`config.mk`:
```
export PLATFORM = sky130hd
export DESIGN_NAME = trigger_aware_least_loaded_router_top
export DESIGN_NICKNAME = d
export VERILOG_FILES = /design/src/rtl/tallr_pkg.sv /design/src/rtl/tallr_ram.sv /design/src/rtl/tallr_ctrl.sv /design/src/rtl/tallr_dp.sv /design/src/rtl/trigger_aware_least_loaded_router_top.sv
export VERILOG_INCLUDE_DIRS = /design/src /design/src/rtl
export SDC_FILE = /design/constraint.sdc
export NUM_CORES = 1
export LEC_CHECK = 0
export ABC_AREA = 1
export BUFFER_PORTS_ARGS = -buffer_cell sky130_fd_sc_hd__buf_2
export CAP_MARGIN = 10
export CORE_MARGIN = 2
export CORE_UTILIZATION = 55
export DETAILED_ROUTE_END_ITERATION = 6
export HOLD_SLACK_MARGIN = 0.12
export PLACE_DENSITY = 0.7
export SETUP_SLACK_MARGIN = 0.15
export SLEW_MARGIN = 20
export SYNTH_ARGS = -nofsm -noshare
export SYNTH_HDL_FRONTEND = slang
export SYNTH_SLANG_ARGS = --single-unit
```
`constraint.sdc`:
```
create_clock -name i_clk -period 8.7 [get_ports i_clk]
set_clock_uncertainty 0.1 [all_clocks]
set_input_delay 1.305 -clock i_clk [delete_from_list [all_inputs] [get_ports i_clk]]
set_output_delay 1.305 -clock i_clk [all_outputs]
set_load 0.02 [all_outputs]
```
`src/rtl/trigger_aware_least_loaded_router_top_assert.svh`:
```
// ----------------------------------------------------------------------------
// Router assertion macros
// Shorthand for the concurrent checks at the end of the router top level.
// They expect i_clk and i_rst_n in scope.
// ----------------------------------------------------------------------------
`ifndef TRIGGER_AWARE_LEAST_LOADED_ROUTER_TOP_ASSERT_SVH
`define TRIGGER_AWARE_LEAST_LOADED_ROUTER_TOP_ASSERT_SVH

// cons must hold in the same cycle as ante
`define TALLR_ASSERT_IMPLIES(label, ante, cons, msg) \
    label: assert property (@(posedge i_clk) disable iff (!i_rst_n) (ante) |-> (cons)) \
        else $error(msg);

// cons must hold in the cycle after ante
`define TALLR_ASSERT_NEXT(label, ante, cons, msg) \
    label: assert property (@(posedge i_clk) disable iff (!i_rst_n) (ante) |=> (cons)) \
        else $error(msg);

// cond must never be true
`define TALLR_ASSERT_NEVER(label, cond, msg) \
    label: assert property (@(posedge i_clk) disable iff (!i_rst_n) !(cond)) \
        else $error(msg);

`endif

```
`src/rtl/tallr_pkg.sv`:
```
`timescale 1ns / 1ps
// ----------------------------------------------------------------------------
// Router package
// Shared constants, class codes, controller states and control structs.
// ----------------------------------------------------------------------------
package tallr_pkg;

    localparam int DEF_NUM_TARGETS = 16;
    localparam int DEF_LOAD_BITS   = 16;

    localparam int SLOT_W     = 4;
    localparam int IN_LOAD_W  = 16;
    localparam int CLASS_W    = 2;
    localparam int SRC_W      = 8;
    localparam int OUT_LOAD_W = 16;

    localparam int IN_TDATA_W  = 56;
    localparam int OUT_TDATA_W = 32;

    localparam logic OP_PRESET = 1'b0;
    localparam logic OP_ROUTE  = 1'b1;

    localparam logic [CLASS_W-1:0] CLS_UNDET = 2'd0;
    localparam logic [CLASS_W-1:0] CLS_LEVEL = 2'd1;
    localparam logic [CLASS_W-1:0] CLS_EDGE  = 2'd2;
    localparam logic [CLASS_W-1:0] CLS_RSVD  = 2'd3;

    typedef enum logic [2:0] {
        ST_IDLE,
        ST_PRESET,
        ST_SCAN,
        ST_FLUSH,
        ST_UPDATE
    } t_state;

    typedef struct packed {
        logic capture;
        logic scan;
        logic commit;
    } t_dp_cmd;

    typedef struct packed {
        logic scan_last;
        logic out_free;
    } t_dp_status;

endpackage

```
`src/rtl/tallr_ram.sv`:
```
`timescale 1ns / 1ps
// ----------------------------------------------------------------------------
// Generic RAM
// One write port, one read port, registered read data, no reset.
// ----------------------------------------------------------------------------
module tallr_ram #(
    parameter int WIDTH = 8,
    parameter int DEPTH = 16,
    localparam int AW = $clog2(DEPTH)
) (
    input  logic             i_clk,
    input  logic             i_wr_en,
    input  logic [AW-1:0]    i_wr_addr,
    input  logic [WIDTH-1:0] i_wr_data,
    input  logic             i_rd_en,
    input  logic [AW-1:0]    i_rd_addr,
    output logic [WIDTH-1:0] o_rd_data
);

    logic [WIDTH-1:0] r_mem [DEPTH];
    logic [WIDTH-1:0] r_rd_data;

    always_ff @(posedge i_clk) begin
        if (i_wr_en) begin
            r_mem[i_wr_addr] <= i_wr_data;
        end
        if (i_rd_en) begin
            r_rd_data <= r_mem[i_rd_addr];
        end
    end

    assign o_rd_data = r_rd_data;

endmodule

```
`src/rtl/tallr_ctrl.sv`:
```
`timescale 1ns / 1ps
// ----------------------------------------------------------------------------
// Router controller
// Sequences capture, table scan and commit of one item at a time.
// ----------------------------------------------------------------------------
module tallr_ctrl import tallr_pkg::*; (
    input  logic       i_clk,
    input  logic       i_rst_n,
    input  logic       i_in_valid,
    input  logic       i_in_op,
    output logic       o_in_ready,
    input  t_dp_status i_status,
    output t_dp_cmd    o_cmd
);

    t_state r_state;
    t_state n_state;

    always_ff @(posedge i_clk) begin
        if (!i_rst_n) begin
            r_state <= ST_IDLE;
        end else begin
            r_state <= n_state;
        end
    end

    always_comb begin
        n_state = r_state;
        case (r_state)
            ST_IDLE: begin
                if (i_in_valid) begin
                    n_state = (i_in_op == OP_ROUTE) ? ST_SCAN : ST_PRESET;
                end
            end
            ST_PRESET: begin
                if (i_status.out_free) n_state = ST_IDLE;
            end
            ST_SCAN: begin
                if (i_status.scan_last) n_state = ST_FLUSH;
            end
            ST_FLUSH: begin
                n_state = ST_UPDATE;
            end
            ST_UPDATE: begin
                if (i_status.out_free) n_state = ST_IDLE;
            end
            default: begin
                n_state = ST_IDLE;
            end
        endcase
    end

    always_comb begin
        o_in_ready     = 1'b0;
        o_cmd.capture  = 1'b0;
        o_cmd.scan     = 1'b0;
        o_cmd.commit   = 1'b0;
        case (r_state)
            ST_IDLE: begin
                o_in_ready    = 1'b1;
                o_cmd.capture = i_in_valid;
            end
            ST_SCAN: begin
                o_cmd.scan = 1'b1;
            end
            ST_PRESET, ST_UPDATE: begin
                o_cmd.commit = i_status.out_free;
            end
            default: begin
                o_in_ready = 1'b0;
            end
        endcase
    end

endmodule

```
`src/rtl/tallr_dp.sv`:
```
`timescale 1ns / 1ps
// ----------------------------------------------------------------------------
// Router datapath
// Target table, scan compare, pick and saturating load update, result reg.
// ----------------------------------------------------------------------------
module tallr_dp import tallr_pkg::*; #(
    parameter int NUM_TARGETS = DEF_NUM_TARGETS,
    parameter int LOAD_BITS   = DEF_LOAD_BITS
) (
    input  logic                  i_clk,
    input  logic                  i_rst_n,
    input  logic                  i_op,
    input  logic [SLOT_W-1:0]     i_slot,
    input  logic [IN_LOAD_W-1:0]  i_pload,
    input  logic [CLASS_W-1:0]    i_pclass,
    input  logic                  i_ppresent,
    input  logic [SRC_W-1:0]      i_src,
    input  logic [IN_LOAD_W-1:0]  i_sload,
    input  logic [CLASS_W-1:0]    i_scls,
    input  t_dp_cmd               i_cmd,
    output t_dp_status            o_status,
    input  logic                  i_out_ready,
    output logic                  o_out_valid,
    output logic                  o_routed,
    output logic [SRC_W-1:0]      o_src,
    output logic [SLOT_W-1:0]     o_target,
    output logic [OUT_LOAD_W-1:0] o_new_load,
    output logic [CLASS_W-1:0]    o_class
);

    localparam int IDX_W = $clog2(NUM_TARGETS);
    localparam int SW    = ((LOAD_BITS > IN_LOAD_W) ? LOAD_BITS : IN_LOAD_W) + 1;
    localparam int PW    = (IDX_W > SLOT_W) ? IDX_W : SLOT_W;
    localparam int RW    = PW + 1;
    localparam int ENT_W = CLASS_W + LOAD_BITS;
    localparam logic [SW-1:0] LOAD_MAX_W = SW'((64'd1 << LOAD_BITS) - 64'd1);

    function automatic logic [LOAD_BITS-1:0] f_sat(input logic [SW-1:0] v);
        f_sat = (v > LOAD_MAX_W) ? LOAD_MAX_W[LOAD_BITS-1:0] : v[LOAD_BITS-1:0];
    endfunction

    // captured item
    logic                 r_op;
    logic [SLOT_W-1:0]    r_slot;
    logic [LOAD_BITS-1:0] r_pload;
    logic [CLASS_W-1:0]   r_pclass;
    logic                 r_ppresent;
    logic [SRC_W-1:0]     r_src;
    logic [LOAD_BITS-1:0] r_sload;
    logic [CLASS_W-1:0]   r_scls;
    logic [CLASS_W-1:0]   r_match;
    logic [CLASS_W-1:0]   n_scls;

    // table
    logic [NUM_TARGETS-1:0] r_present;
    logic                   w_wr_en;
    logic [IDX_W-1:0]       w_wr_addr;
    logic [ENT_W-1:0]       w_wr_data;
    logic [ENT_W-1:0]       w_rd_data;

    // scan
    logic [IDX_W-1:0]     r_scan_idx;
    logic [IDX_W-1:0]     r_cmp_idx;
    logic                 r_cmp_en;
    logic                 r_und_found;
    logic [IDX_W-1:0]     r_und_idx;
    logic [LOAD_BITS-1:0] r_und_load;
    logic                 r_mat_found;
    logic [IDX_W-1:0]     r_mat_idx;
    logic [LOAD_BITS-1:0] r_mat_load;
    logic [LOAD_BITS-1:0] w_ent_load;
    logic [CLASS_W-1:0]   w_ent_class;
    logic                 w_ent_pres;
    logic                 w_hit_und;
    logic                 w_hit_mat;

    // pick
    logic                 w_take_mat;
    logic                 w_found;
    logic [IDX_W-1:0]     w_pick_idx;
    logic [LOAD_BITS-1:0] w_pick_load;
    logic [LOAD_BITS-1:0] w_new_load;
    logic [CLASS_W-1:0]   w_new_class;
    logic [PW-1:0]        w_pick_ext;
    logic [SW-1:0]        w_new_load_ext;
    logic [PW-1:0]        w_slot_ext;
    logic [IDX_W-1:0]     w_slot_idx;
    logic                 w_slot_ok;

    // result
    logic                  r_out_valid;
    logic                  r_out_routed;
    logic [SRC_W-1:0]      r_out_src;
    logic [SLOT_W-1:0]     r_out_target;
    logic [OUT_LOAD_W-1:0] r_out_load;
    logic [CLASS_W-1:0]    r_out_class;

    // reserved source class routes as edge
    assign n_scls = (i_scls == CLS_RSVD) ? CLS_EDGE : i_scls;

    always_ff @(posedge i_clk) begin
        if (i_cmd.capture) begin
            r_op       <= i_op;
            r_slot     <= i_slot;
            r_pload    <= f_sat(SW'(i_pload));
            r_pclass   <= i_pclass;
            r_ppresent <= i_ppresent;
            r_src      <= i_src;
            r_sload    <= f_sat(SW'(i_sload));
            r_scls     <= n_scls;
            r_match    <= (n_scls == CLS_LEVEL) ? CLS_LEVEL : CLS_EDGE;
        end
    end

    // scan address counter and compare pipeline
    always_ff @(posedge i_clk) begin
        if (!i_rst_n) begin
            r_scan_idx <= '0;
            r_cmp_en   <= 1'b0;
        end else begin
            r_cmp_en <= i_cmd.scan;
            if (i_cmd.capture) begin
                r_scan_idx <= '0;
            end else if (i_cmd.scan) begin
                r_scan_idx <= r_scan_idx + IDX_W'(1);
            end
        end
    end

    always_ff @(posedge i_clk) begin
        r_cmp_idx <= r_scan_idx;
    end

    assign o_status.scan_last = (r_scan_idx == IDX_W'(NUM_TARGETS - 1));
    assign o_status.out_free  = !r_out_valid || i_out_ready;

    tallr_ram #(
        .WIDTH (ENT_W),
        .DEPTH (NUM_TARGETS)
    ) u_table (
        .i_clk     (i_clk),
        .i_wr_en   (w_wr_en),
        .i_wr_addr (w_wr_addr),
        .i_wr_data (w_wr_data),
        .i_rd_en   (i_cmd.scan),
        .i_rd_addr (r_scan_idx),
        .o_rd_data (w_rd_data)
    );

    assign w_ent_load  = w_rd_data[LOAD_BITS-1:0];
    assign w_ent_class = w_rd_data[ENT_W-1:LOAD_BITS];
    assign w_ent_pres  = r_present[r_cmp_idx];

    // strict less-than keeps the lowest index on a tie
    assign w_hit_und = r_cmp_en && w_ent_pres && (w_ent_class == CLS_UNDET)
                       && (!r_und_found || (w_ent_load < r_und_load));
    assign w_hit_mat = r_cmp_en && w_ent_pres && (w_ent_class == r_match)
                       && (!r_mat_found || (w_ent_load < r_mat_load));

    always_ff @(posedge i_clk) begin
        if (!i_rst_n) begin
            r_und_found <= 1'b0;
            r_mat_found <= 1'b0;
        end else if (i_cmd.capture) begin
            r_und_found <= 1'b0;
            r_mat_found <= 1'b0;
        end else begin
            if (w_hit_und) r_und_found <= 1'b1;
            if (w_hit_mat) r_mat_found <= 1'b1;
        end
    end

    always_ff @(posedge i_clk) begin
        if (w_hit_und) begin
            r_und_idx  <= r_cmp_idx;
            r_und_load <= w_ent_load;
        end
        if (w_hit_mat) begin
            r_mat_idx  <= r_cmp_idx;
            r_mat_load <= w_ent_load;
        end
    end

    // matching class wins when no undetermined pick exists or when strictly lighter than it
    assign w_take_mat  = r_mat_found && (!r_und_found || (r_und_load > r_mat_load));
    assign w_found     = r_und_found || r_mat_found;
    assign w_pick_idx  = w_take_mat ? r_mat_idx : r_und_idx;
    assign w_pick_load = w_take_mat ? r_mat_load : r_und_load;
    assign w_new_load  = f_sat(SW'(w_pick_load) + SW'(r_sload));
    assign w_new_class = w_take_mat ? r_match : r_scls;

    assign w_pick_ext     = PW'(w_pick_idx);
    assign w_new_load_ext = SW'(w_new_load);
    assign w_slot_ext     = PW'(r_slot);
    assign w_slot_idx     = w_slot_ext[IDX_W-1:0];
    assign w_slot_ok      = (RW'(r_slot) < RW'(NUM_TARGETS));

    always_comb begin
        if (r_op == OP_ROUTE) begin
            w_wr_en   = i_cmd.commit && w_found;
            w_wr_addr = w_pick_idx;
            w_wr_data = {w_new_class, w_new_load};
        end else begin
            w_wr_en   = i_cmd.commit && w_slot_ok;
            w_wr_addr = w_slot_idx;
            w_wr_data = {r_pclass, r_pload};
        end
    end

    always_ff @(posedge i_clk) begin
        if (!i_rst_n) begin
            r_present <= '0;
        end else if (i_cmd.commit && (r_op == OP_PRESET) && w_slot_ok) begin
            r_present[w_slot_idx] <= r_ppresent;
        end
    end

    always_ff @(posedge i_clk) begin
        if (!i_rst_n) begin
            r_out_valid <= 1'b0;
        end else if (i_cmd.commit) begin
            r_out_valid <= 1'b1;
        end else if (i_out_ready) begin
            r_out_valid <= 1'b0;
        end
    end

    always_ff @(posedge i_clk) begin
        if (i_cmd.commit) begin
            r_out_routed <= (r_op == OP_ROUTE) && w_found;
            r_out_src    <= (r_op == OP_ROUTE) ? r_src : '0;
            if ((r_op == OP_ROUTE) && w_found) begin
                r_out_target <= w_pick_ext[SLOT_W-1:0];
                r_out_load   <= w_new_load_ext[OUT_LOAD_W-1:0];
                r_out_class  <= w_new_class;
            end else begin
                r_out_target <= '0;
                r_out_load   <= '0;
                r_out_class  <= CLS_UNDET;
            end
        end
    end

    assign o_out_valid = r_out_valid;
    assign o_routed    = r_out_routed;
    assign o_src       = r_out_src;
    assign o_target    = r_out_target;
    assign o_new_load  = r_out_load;
    assign o_class     = r_out_class;

endmodule

```
`src/rtl/trigger_aware_least_loaded_router_top.sv`:
```
`timescale 1ns / 1ps
// ----------------------------------------------------------------------------
// Trigger-aware least-loaded router, top level
// Table of interrupt targets; presets write entries, routes pick the
// lightest present target of a compatible trigger class and charge it.
// ----------------------------------------------------------------------------
//  Channel   Dir  tdata                                          tuser
//  s_axis    in   slot, preset load/class/present, src, load, cls  op
//  m_axis    out  routed source, target, new load, class          routed
//
//  Route beat: accept, a scan of all NUM_TARGETS entries (one table read per
//  cycle through the single RAM read port), a flush, then commit.
//  Preset beat: accept, then commit.
//  The result register lets a new beat enter while the last result waits;
//  commit stalls while that register holds a result not yet taken.
//  Synchronous active-low reset clears the present flags, so no clearing
//  pass is needed: absent entries are never read for a decision.
// ----------------------------------------------------------------------------
`include "trigger_aware_least_loaded_router_top_assert.svh"

module trigger_aware_least_loaded_router_top import tallr_pkg::*; #(
    parameter int NUM_TARGETS = DEF_NUM_TARGETS,
    parameter int LOAD_BITS   = DEF_LOAD_BITS
) (
    input  logic                   i_clk,
    input  logic                   i_rst_n,
    input  logic                   s_axis_tvalid,
    output logic                   s_axis_tready,
    // [3:0] target_slot, [19:4] preset_load, [21:20] preset_class,
    // [22] preset_present, [30:23] source_index, [46:31] source_load,
    // [48:47] source_class, [55:49] zero
    input  logic [IN_TDATA_W-1:0]  s_axis_tdata,
    // [0] op
    input  logic                   s_axis_tuser,
    output logic                   m_axis_tvalid,
    input  logic                   m_axis_tready,
    // [7:0] routed_source, [11:8] chosen_target, [27:12] chosen_new_load,
    // [29:28] chosen_class, [31:30] zero
    output logic [OUT_TDATA_W-1:0] m_axis_tdata,
    // [0] routed
    output logic                   m_axis_tuser
);

    t_dp_cmd    w_cmd;
    t_dp_status w_status;

    logic [SRC_W-1:0]      w_out_src;
    logic [SLOT_W-1:0]     w_out_target;
    logic [OUT_LOAD_W-1:0] w_out_load;
    logic [CLASS_W-1:0]    w_out_class;

    // sequence one beat at a time
    tallr_ctrl u_ctrl (
        .i_clk      (i_clk),
        .i_rst_n    (i_rst_n),
        .i_in_valid (s_axis_tvalid),
        .i_in_op    (s_axis_tuser),
        .o_in_ready (s_axis_tready),
        .i_status   (w_status),
        .o_cmd      (w_cmd)
    );

    // unpack the input beat straight into the datapath capture regs
    tallr_dp #(
        .NUM_TARGETS (NUM_TARGETS),
        .LOAD_BITS   (LOAD_BITS)
    ) u_dp (
        .i_clk       (i_clk),
        .i_rst_n     (i_rst_n),
        .i_op        (s_axis_tuser),
        .i_slot      (s_axis_tdata[3:0]),
        .i_pload     (s_axis_tdata[19:4]),
        .i_pclass    (s_axis_tdata[21:20]),
        .i_ppresent  (s_axis_tdata[22]),
        .i_src       (s_axis_tdata[30:23]),
        .i_sload     (s_axis_tdata[46:31]),
        .i_scls      (s_axis_tdata[48:47]),
        .i_cmd       (w_cmd),
        .o_status    (w_status),
        .i_out_ready (m_axis_tready),
        .o_out_valid (m_axis_tvalid),
        .o_routed    (m_axis_tuser),
        .o_src       (w_out_src),
        .o_target    (w_out_target),
        .o_new_load  (w_out_load),
        .o_class     (w_out_class)
    );

    // pack the result beat, pad to whole bytes
    assign m_axis_tdata = {2'b00, w_out_class, w_out_load, w_out_target, w_out_src};

    // never scan and commit in the same cycle
    `TALLR_ASSERT_NEVER(a_scan_commit_excl, w_cmd.scan && w_cmd.commit, "scan overlaps commit")
    // a commit must not overwrite a result not yet taken
    `TALLR_ASSERT_IMPLIES(a_commit_free, w_cmd.commit, w_status.out_free, "result overwritten")
    // one beat in flight: ready drops right after an accept
    `TALLR_ASSERT_NEXT(a_one_beat, s_axis_tvalid && s_axis_tready, !s_axis_tready, "beat taken while busy")

endmodule

```
==> results.md, run 1 <==
• **antenna violations before repair** 2
• **fraction of synthesized area in multiplexers** 0.0143
• **async set-reset flop share out of synthesis** 0
• **aggregate global-route resource usage** 0.245
• **number of maximum-capacitance violations** 0
• **Hold-fix buffers, CTS** 0
• **prevailing post-synth register cell** edfxtp_1
• **placer congestion estimate** 0.883
• **maximum cell stage delay along the critical path** 0.52 ns
• **Post-DP HPWL** 27500 µm
• **Slew Limit Headroom** 0.363
• **fraction of the mapped netlist area in compound gates** 0.0989
• **PwrDens** 245 nW/µm²
• **global-route wire length before repair** 68000 µm
• **drt total wl** 45100 µm
• **critical path, cell by cell** ha_1 > nand4_1 > nor3_2 > nand2_1 > nand2_1 > nand2_2 > nand2_4 > nand2_4 > o21ai_0 > ha_1 > inv_1 > fa_1 > nor3_2 > nor2_2 > o21ai_2 > nand2_2 > nand2_2 > a21oi_4 > inv_4 > nor2_1 > nand2_1 > nand2_1 > nand2_1
• **clock tree from TritonCTS** built
• **count of buffers from port buffering** 86
• **required time worst endpoint** 8.90 ns
• **total via count after detailed routing** 12840
• **detailed router's first-iteration violation count** 1163
• **combinational family with the most area after synthesis** simple AND/OR/NAND/NOR gates
• **Setup-failing EPs final** 0
• **total setup buffers inserted after CTS** 0
• **number of synthesized flops with an enable pin** 428
• **number of distinct library cell variants in the gate-level netlist after synthesis** 47
• **post-synthesis cell count** 1613
• **largest net degree at the start of global routing** 81
• **critical path start-end classification** reg2reg
• **core outline area** 35400 µm²
• **number of top-level design ports** 96
• **Max Clk Rate** 0.204 GHz
• **Critical path buffers and inverters** 2
• **Simple-Gate Fraction of Synth Area** 0.116
• **fraction of the mapped netlist area in adder cells** 0.0418
• **highest net fanout along the worst path** 42
• **via count normalized by instance count** 5.80
• **number of register bits inferred by synthesis** 459
• **proportion of synthesized chip area in sequential cells** 0.686
• **RR Startpoint** u_dp.r_und_load[11]
• **number of clock buffers inserted by TritonCTS** 47
• **Slew Limit Fails** 0
• **final total power** 0.00544 W
• **clock insertion delay at the later pin of the skew report** 0.59 ns
• **share of the clock period used by the worst path** 0.562
• **horizontal die dimension** 193 µm
• **Worst Hold Class** reg2reg
• **length of the first detailed-routing pass in iterations** 5
• **share of layout cells above drive strength 1** 0.141
• **Detail Route Antenna Nets** 0
• **overflow left after global routing** 0
• **Yosys Warn Count** 0
• **synth-to-layout area growth** 12.9%
• **effective utilization at floorplan** 0.555
• **CTS Buffer Depth** 3
• **Worst Slack Setup Final** 3.81 ns
• **sort of element at the end of the critical path** flop
• **min Tclk post-route** 4.89 ns
• **number of cells in the finished layout apart from fillers** 2215
• **Tightest Pin Transition** 0.953 ns
• **via count of the first global-routing pass** 12142
• **syn_area_per_cell** 12.2 µm²
• **clock-pin transition on the worst setup and hold timing paths** 0.06 ns
• **cell seen most often among critical-path stages** nand2_1
• **result of the run** complete, no violations
• **WL/cell** 20.4 µm
• **cells resized by post-CTS repair** 0
• **post-placement cell count** 2128
• **Final Net Count** 1842
• **Hold Path Origin** u_dp.r_scan_idx[0]
• **# H-tree levels** 2
• **setup TNS** 0 ns
• **worst vdd rail ir drop** 0.000182 V
• **worst setup slack before clock tree synthesis** 3.76 ns
• **Hold WS** 0.303 ns
• **final number of hold-violating endpoints** 0
• **leakage component of the power** 8.05 nW
• **unrepaired setup endpoints after global routing** no
• **chip height** 193 µm
• **# rows** 69
• **die area** 37300 µm²
• **Post-Synth XOR/XNOR Area** 0.00357
• **Syn Std Cell Area** 19700 µm²
• **cell family with most CP delay** simple AND/OR/NAND/NOR gates
• **DRC Markers** 0
• **kind of launch point of the worst setup path** flop
• **Worst setup startpoint** u_dp.r_und_load[11]
• **cell with the largest stage delay on the worst path** nand2_1
• **Fillers** 2629
• **critical path data arrival time** 5.09 ns
• **sink count of the clock tree** 459
• **buffer cell driving the clock tree root** clkbuf_16
-- Yosys cell counts, types with 7 or more instances --
library cell,instances,area [µm²]
ha_1,64,801
edfxtp_1,428,12900
o21ai_0,140,701
dfxtp_1,31,621
nor3_1,7,35.0
nand2_1,189,709
buf_2,11,55.1
a21oi_1,69,345
buf_1,7,26.3
o32ai_1,44,385
nand4_1,9,56.3
a31oi_1,7,43.8
clkbuf_1,44,165
nand3_1,72,360
nand2_2,9,56.3
nor2_1,233,875
mux2i_1,28,280
inv_1,119,447
o221ai_1,28,245
o211ai_1,9,67.6
-- final cells by class --
class                           count  area, µm²  share of cell area
Antenna cell                        2       5.00            0.000226
Inverter                          125        473              0.0213
Timing Repair Buffer              122        701              0.0316
Multi-Input combinational cell    961       5490               0.247
Sequential cell                   459      13500               0.608
Clock buffer                       65       1270              0.0574
Clock inverter                     20        185             0.00835
Tap cell                          461        577              0.0260
-- flip-flops by register name, summed over array words and instances, names as in the netlist, 2 cells and up --
name,count
u_dp.r_present,16
u_dp.r_mat_load,16
u_dp.o_class,2
u_dp.u_table.o_rd_data,18
u_dp.r_und_idx,4
u_dp.o_target,4
u_dp.r_scan_idx,4
u_dp.u_table.r_mem,288
u_dp.r_src,8
u_dp.o_src,8
u_dp.r_sload,16
u_dp.r_match,2
u_dp.r_pclass,2
u_dp.o_new_load,16
u_dp.r_pload,16
u_dp.r_mat_idx,4
u_dp.r_und_load,16
u_dp.r_cmp_idx,4
u_ctrl.r_state,3
u_dp.r_slot,4
-- layer usage --
layer / global-route usage / wire length, µm / part of all wire / vias to the layer above
li1: - / - / - / 6037
met2: 0.393 / 21100 / 0.47 / 490
met4: 0.107 / 1560 / 0.034 / 0
met3: 0.0402 / 3460 / 0.077 / 105
met1: 0.335 / 19000 / 0.42 / 6208
met5: 0 / 0 / 0 / -
-- cells by family (layout without fill, tap and decap cells) --
logic type	Yosys count	in the layout
AO/OA/AOI/OAI	316	316
flip-flops	459	459
adder cells (fa/ha/maj)	65	65
other	1	4
buffers and inverters	194	332
XOR/XNOR	8	8
AND/OR/NAND/NOR	542	542
multiplexers	28	28
-- stage by stage --
| step | area (µm²) | util |
|---|---|---|
| 2_1_floorplan | 19700 | - |
| 3_3_place_gp | 20700 | 0.585 |
| 3_5_place_dp | 20700 | 0.585 |
| 4_1_cts | 22200 | 0.626 |
| 5_1_grt | 22200 | 0.627 |
| 6_report | 22200 | 0.627 |
-- power by group --
group	total, W	leakage (nW)	internal (W)	switching (W)
Combinational	0.000791	3.20	0.000212	0.000579
Clock	0.00191	0.710	0.00109	0.000826
Sequential	0.00274	4.14	0.00268	0.0000588
Total	0.00544	8.05	0.00398	0.00146
-- worst paths after layout --
path | to | slack, ns | cells after the start
max reg2reg | u_dp.u_table.r_mem[7][14] | 3.81 | 23
min | u_dp.r_cmp_idx[0] | 0.30 | 0
min reg2reg | u_dp.r_cmp_idx[0] | 0.30 | 0
max | u_dp.u_table.r_mem[7][14] | 3.81 | 23
-- cell usage in the layout (no fill, tap or decap), drive strengths merged, types with 6 or more instances in the layout --
cell    instances
edfxtp        428
nor2          237
nand2         200
o21ai         143
inv           122
buf           122
nand3          77
a21oi          72
clkbuf         65
ha             64
o32ai          44
dfxtp          31
mux2i          28
o221ai         28
clkinv         20
nor3           10
o211ai          9
nand4           9
or2             7
a31oi           7
a21o            6
xor2            6
(Power assumes the default switching activity.)
==> inputs of run 2 (changes only) <==
Settings changed: ABC_AREA 1 to 0.
Clock period 8.7 ns to 4.92 ns, I/O delays scaled along.
==> run 2 against run 1 <==
Net effect: die area shrank 2.7%; routed wire length shrank 3.6%; synthesized area shrank 2.8%; maximum frequency grew 4.1%; sequential power grew 62%; largest cell class unchanged; critical endpoint is now u_dp.u_table.r_mem[13][6]; core utilization grew 4.1 points.
==> results.md, run 2 <==
• **net switching power** 0.00188 W, +29%
• **Slew Limit Fails** 0, unchanged
• **synth-to-layout area growth** 20.2%
• **combinational family with the most area after synthesis** multiplexers
• **combinational share of power** 0.074, -0.071
• **clock insertion delay at the later pin of the skew report** 0.57 ns, -0.02 ns
• **fraction of the mapped netlist area in adder cells** 0.0430, +0.00120
• **share of layout cells above drive strength 1** 0.320, +0.179
• **final number of hold-violating endpoints** 0, unchanged
• **largest net degree at the start of global routing** 53, -35%
• **async set-reset flop share out of synthesis** 0, unchanged
• **most numerous cell types in the synthesized netlist** edfxtp_1, mux4_2, nor2_1
• **cell with the most instances after synthesis** edfxtp_1
• **cell with the largest stage delay on the worst path** or4b_4
• **via count normalized by instance count** 5.89, +1.7%
• **top cells by area, synth** edfxtp_1, mux4_2, ha_1
• **register containing the most flip-flops in the final layout** u_dp.u_table.r_mem
• **Max Clk Rate** 0.213 GHz, +4.1%
• **area leader, netlist** edfxtp_1
• **clock tree from TritonCTS** built
• **maximum cell stage delay along the critical path** 0.58 ns, +0.06 ns
• **die area** 36200 µm², -2.7%
• **critical path data arrival time** 5.04 ns, -0.05 ns
• **syn_area_per_cell** 17.2 µm², +41%
• **Post-DP HPWL** 25700 µm, -6.5%
• **drt total wl** 43500 µm, -3.6%
• **Simple-Gate Fraction of Synth Area** 0.0532, -0.0627
• **overflow left after global routing** 0, unchanged
• **post-synthesis cell count** 1112, -31%
• **internal power** 0.00652 W, +64%
• **chip height** 190 µm, -1.4%
• **CTS Buffer Depth** 3, unchanged
• **number of clock buffers inserted by TritonCTS** 48, +2.1%
• **Detail Route Antenna Nets** 0, unchanged
• **WL/cell** 24.0 µm, +18%
• **unrepaired setup endpoints after global routing** yes
• **required time worst endpoint** 5.26 ns, -3.64 ns
• **result of the run** complete, no violations
• **Setup-failing EPs final** 0, unchanged
• **number of register bits inferred by synthesis** 459, unchanged
• **placed standard-cell area** 20900 µm², +0.71%
• **prevailing post-synth register cell** edfxtp_1
• **count of buffers from port buffering** 86, unchanged
• **aggregate global-route resource usage** 0.240, -0.00550
• **highest net fanout along the worst path** 8, -81%
• **number of synthesized flops with an enable pin** 428, unchanged
• **final total power** 0.00840 W, +54%
• **core outline area** 34400 µm², -2.9%
• **setup TNS** 0 ns, unchanged
• **sort of element at the end of the critical path** flop
• **kind of launch point of the worst setup path** flop
• **critical path start-end classification** reg2reg
• **Worst Hold Class** in2reg
• **clock-pin transition on the worst setup and hold timing paths** 0.06 ns, about the same
• **fraction of synthesized area in multiplexers** 0.120, +0.106
• **via count of the first global-routing pass** 10676, -12%
• **Fillers** 2326, -12%
• **sink count of the clock tree** 459, unchanged
• **post-route cell area** 23000 µm², +3.5%
• **share of the clock period used by the worst path** 0.954, +0.392
• **global-route wire length before repair** 63700 µm, -6.3%
• **leading cell type in the layout, fill and taps excluded** edfxtp_1
• **antenna violations before repair** 0, -2
• **total via count after detailed routing** 10692, -17%
• **number of maximum-capacitance violations** 0, unchanged
• **critical path, cell by cell** inv_2 > ha_4 > a21oi_2 > a21boi_1 > or4b_4 > o31a_4 > o21ai_2 > ha_2 > inv_2 > fa_2 > nor2b_2 > o31ai_1 > buf_4 > a2111oi_4 > buf_4 > o41ai_4 > o21ai_1 > buf_4 > buf_6 > nor2_4 > buf_6 > a21oi_4 > clkbuf_16
• **# rows** 68, -1.4%
• **proportion of synthesized chip area in sequential cells** 0.705, +0.0197
• **detailed router's first-iteration violation count** 1004, -14%
• **number of top-level design ports** 96, unchanged
• **commonest cells after routing, fill and taps aside** edfxtp_1, mux4_2, buf_2, buf_4, nor2_1
• **buffer cell driving the clock tree root** clkbuf_16
• **# H-tree levels** 2, unchanged
• **fraction of the mapped netlist area in compound gates** 0.0521, -0.0467
• **worst vdd rail ir drop** 0.000291 V, +60%
• **final standard cell utilization of the core** 0.668, +0.0414
• **length of the first detailed-routing pass in iterations** 6, +1
• **min Tclk post-route** 4.70 ns, -0.194 ns
• **DRC Markers** 0, unchanged
• **leakage component of the power** 8.00 nW, -0.61%
• **sequential cell area in the final layout** 13500 µm², about the same
• **horizontal die dimension** 190 µm, -1.4%
• **cell seen most often among critical-path stages** buf_4
• **Syn Std Cell Area** 19100 µm², -2.8%
• **fraction of power spent switching nets** 0.224, -0.0451
• **Post-Synth XOR/XNOR Area** 0.00825, +0.00469
• **Tightest Pin Transition** 1.10 ns, +0.145 ns
• **Clk network pwr share** 0.397, +0.045
• **power share of the sequential group** 0.529, +0.026
• **effective utilization at floorplan** 0.556, +0.000587
• **placer congestion estimate** 0.839, -5.0%
• **Slew Limit Headroom** 0.267, -0.0954
• **area of the multi-input gates** 5740 µm², +4.6%
• **Final Net Count** 1447, -21%
• **Yosys Warn Count** 0, unchanged
• **flip-flop count of the largest register, all copies and words added** 288, unchanged
• **number of distinct library cell variants in the gate-level netlist after synthesis** 57, +21%
• **PwrDens** 366 nW/µm², +49%
• **top cell type's share of synthesized area** 0.673, +0.0188
[run 2: cell count changes in the layout (fill, tap and decap cells not counted), moves of 49 or more]
cell	before	now
nand2_1	189	42
nor2_1	215	72
o21ai_0	140	32
mux4_2	0	95
inv_1	119	42
nand3_1	72	12
buf_4	36	85
[run 2: layout make-up]
type	instances	area share
clock inverter	25	0.00665
timing repair buffer	201	0.0682
sequential	459	0.587
clock buffer	62	0.0560
tap	455	0.0248
multi-input combinational	566	0.250
antenna	1	0.000109
inverter	45	0.00735
[run 2: worst max-delay path: cells and delay by family, from the launching register on]
family	cells	cell delay [ns]
AND/OR/NAND/NOR	3	0.74
AO/OA/AOI/OAI	9	1.46
flip-flops	1	0.40
buffers and inverters	8	1.11
adder cells (fa/ha/maj)	3	0.75
[run 2: stage by stage]
stage / instances / hold slack [ns] / setup slack (ns)
2_1_floorplan: 1113 / 0.247 / 0.151
3_3_place_gp: 1697 / 0.238 / -0.146
3_5_place_dp: 1697 / 0.240 / -0.261
4_1_cts: 1800 / 0.219 / 0.152
5_1_grt: 1813 / 0.224 / 0.0811
6_report: 1814 / 0.240 / 0.224
[run 2: path summary, 6_finish.rpt]
kind              cells after the start                        end                 from  slack [ns]
setup reg to reg                     23  u_dp.u_table.r_mem[13][6]  u_dp.r_mat_load[14]        0.22
hold reg to reg                       0          u_dp.r_cmp_idx[3]   u_dp.r_scan_idx[3]        0.25
setup / recovery                     23  u_dp.u_table.r_mem[13][6]  u_dp.r_mat_load[14]        0.22
hold / removal                        1           u_dp.r_pload[10]     s_axis_tdata[14]        0.24
[run 2: timing repair]
item	in CTS	in global routing
hold endpoints to repair	0	0
hold buffers	0	0
setup buffers	15	9
gates cloned	1	4
gates resized for setup	17	50
pin swaps	13	8
endpoints found under the setup margin	268	266
[run 2: cell families (layout without fill, tap and decap cells)]
kind of cell | Yosys count | in the layout
simple gates | 215 | 215
xor+xnor | 18 | 18
flops | 459 | 459
fa+ha+maj | 65 | 65
other cells | 1 | 3
mux | 110 | 110
buf+inv | 89 | 333
compound gates | 155 | 156
[run 2: power groups by stage]
| stage | registers (W) | clock network, W | logic, W |
|---|---|---|---|
| floorplan | 0.00452 | 0 | 0.000308 |
| global placement | 0.00453 | 0 | 0.000491 |
| detailed placement | 0.00453 | 0 | 0.000506 |
| CTS | 0.00445 | 0.00339 | 0.000573 |
| global route | 0.00445 | 0.00354 | 0.000665 |
| finish | 0.00445 | 0.00333 | 0.000620 |
[run 2: per-layer routing]
metal | routed length, µm | part of all wire | GRT usage
met5 | 0 | 0 | 0
met4 | 889 | 0.020 | 0.0650
met3 | 3060 | 0.070 | 0.0466
met2 | 21400 | 0.49 | 0.389
met1 | 18200 | 0.42 | 0.337
==> inputs of run 3 (changes only) <==
Settings changed: CORE_MARGIN 2 to 3.
==> run 3 against run 2 <==
Net effect: combinational power fell by 2%; global-route usage fell by 0.61 points; register-to-register slack improved by 0.05 ns; non-clock buffer count fell by 14; sequential power barely moved; core utilization rose by 0.88 points; worst hold slack got worse by 0.0094 ns; final cell count fell by 1.4%; clock-buffer cell count fell by 8; flip-flop and latch count did not move; largest cell class unchanged; largest power group unchanged.
==> results.md, run 3 (same netlist as run 2, synthesis figures left out) <==
• **number of top-level design ports** 96, unchanged
• **register containing the most flip-flops in the final layout** u_dp.u_table.r_mem
• **critical path data arrival time** 4.88 ns, -0.16 ns
• **Slew Limit Headroom** 0.304, +0.0361
• **aggregate global-route resource usage** 0.234, -0.00613
• **Hold-fix buffers, CTS** 0, unchanged
• **sink count of the clock tree** 459, unchanged
• **unrepaired setup endpoints after global routing** yes
• **placer congestion estimate** 0.832, -0.92%
• **DRC Markers** 0, unchanged
• **final number of hold-violating endpoints** 0, unchanged
• **kind of launch point of the worst setup path** flop
• **WL/cell** 23.5 µm, -1.9%
• **total via count after detailed routing** 10546, -1.4%
• **Post-DP HPWL** 25700 µm, about the same
• **synth-to-layout area growth** 20.0%
• **Slew Limit Fails** 0, unchanged
• **share of the clock period used by the worst path** 0.944, -0.0101
• **drt total wl** 42000 µm, -3.3%
• **clock insertion delay at the later pin of the skew report** 0.59 ns, +0.02 ns
• **min Tclk post-route** 4.65 ns, -0.0495 ns
• **detailed router's first-iteration violation count** 878, -13%
• **post-route cell area** 22900 µm², -0.18%
• **final standard cell utilization of the core** 0.677, +0.00875
• **required time worst endpoint** 5.16 ns, -0.10 ns
• **sort of element at the end of the critical path** flop
• **Final Net Count** 1431, -1.1%
• **number of maximum-capacitance violations** 0, unchanged
• **flip-flop count of the largest register, all copies and words added** 288, unchanged
• **count of buffers from port buffering** 86, unchanged
• **leading cell type in the layout, fill and taps excluded** edfxtp_1
• **leakage component of the power** 7.97 nW, -0.38%
• **final total power** 0.00863 W, +2.7%
• **Detail Route Antenna Nets** 0, unchanged
• **highest net fanout along the worst path** 12, +4
• **PwrDens** 377 nW/µm², +2.9%
• **Hold WS** 0.230 ns, -0.00939 ns
• **Tightest Pin Transition** 1.04 ns, -0.0542 ns
• **global-route wire length before repair** 63600 µm, -0.17%
• **length of the first detailed-routing pass in iterations** 5, -1
• **die area** 37000 µm², +2.1%
• **antenna violations before repair** 0, unchanged
• **worst vdd rail ir drop** 0.000341 V, +17%
• **largest net degree at the start of global routing** 57, +7.5%
• **number of clock buffers inserted by TritonCTS** 47, -2.1%
• **via count normalized by instance count** 5.90, about the same
• **share of layout cells above drive strength 1** 0.319, -0.000921
• **Max Clk Rate** 0.215 GHz, +1.1%
• **horizontal die dimension** 192 µm, +1.1%
• **Setup-failing EPs final** 0, unchanged
• **number of antenna diodes** 0, -1
• **overflow left after global routing** 0, unchanged
• **via count of the first global-routing pass** 10738, +0.58%
• **commonest cells after routing, fill and taps aside** edfxtp_1, mux4_2, buf_2, buf_4, nor2_1
• **CTS Buffer Depth** 3, unchanged
• **clock-pin transition on the worst setup and hold timing paths** 0.06 ns, about the same
• **placed standard-cell area** 20800 µm², -0.28%
• **core outline area** 33900 µm², -1.5%
• **worst setup slack before clock tree synthesis** -0.187 ns, +0.0740 ns
• **result of the run** complete, no violations
• **chip height** 192 µm, +1.1%
• **# H-tree levels** 2, unchanged
• **critical path start-end classification** reg2reg
• **buffer cell driving the clock tree root** clkbuf_16
• **effective utilization at floorplan** 0.564, +0.00830
• **Worst Slack Setup Final** 0.273 ns, +0.0495 ns
• **# rows** 67, -1.5%
• **clock tree from TritonCTS** built
• **Worst Hold Class** in2reg
run 3: layout make-up:
class / count / area [µm²]
clock buffers: 54 / 1250
clock inverters: 30 / 312
fillers: 2227 / 10900
inverters: 45 / 169
multi-input cells: 565 / 5730
flip-flops and latches: 459 / 13500
well taps: 448 / 561
repair buffers: 187 / 1420
run 3: per-stage QoR:
stage               std cells  TNS [ns]
finish                   1788         0
global route             1788         0
CTS                      1772         0
detailed placement       1679    -26.59
global placement         1679    -18.70
floorplan                1113         0
run 3: layer usage:
layer / vias to the layer above / routed length (µm) / track usage
li1: 4763 / - / -
met1: 5396 / 17900 / 0.328
met2: 333 / 20600 / 0.380
met3: 54 / 2670 / 0.0411
met4: 0 / 867 / 0.0723
met5: - / 0 / 0
run 3: final timing paths:
check                           depth (start not counted)  slack [ns]                  endpoint                start
worst max-delay path                                   22        0.27  u_dp.u_table.r_mem[4][2]  u_dp.r_mat_load[14]
worst min-delay path                                    1        0.23           u_dp.r_sload[1]     s_axis_tdata[32]
worst max register to register                         22        0.27  u_dp.u_table.r_mem[4][2]  u_dp.r_mat_load[14]
worst min register to register                          0        0.26         u_dp.r_cmp_idx[2]   u_dp.r_scan_idx[2]
run 3: power by group:
part           switching [W]  internal [W]
registers          0.0000487       0.00440
logic               0.000349      0.000260
clock network        0.00148       0.00210
total                0.00188       0.00675
run 3: repair_timing:
item | in CTS | in global routing
gates resized for setup | 30 | 23
buffers inserted | 8 | 16
cloned | 1 | 0
endpoints found under the setup margin | 269 | 262
pin swaps | 5 | 14
run 3: critical path, stage by stage, from the launching register on:
cell       delay, ns
edfxtp_1        0.40
inv_2           0.11
ha_4            0.21
a21oi_2         0.12
a21boi_1        0.07
or4b_4          0.55
o31a_4          0.40
buf_6           0.15
nand2_1         0.06
o21ai_1         0.06
ha_1            0.31
or2_4           0.26
a31oi_4         0.19
a2111oi_2       0.07
buf_4           0.17
o41ai_4         0.24
o21ai_2         0.09
buf_6           0.15
buf_4           0.17
nor2_4          0.12
a21oi_4         0.08
buf_12          0.18
buf_16          0.13
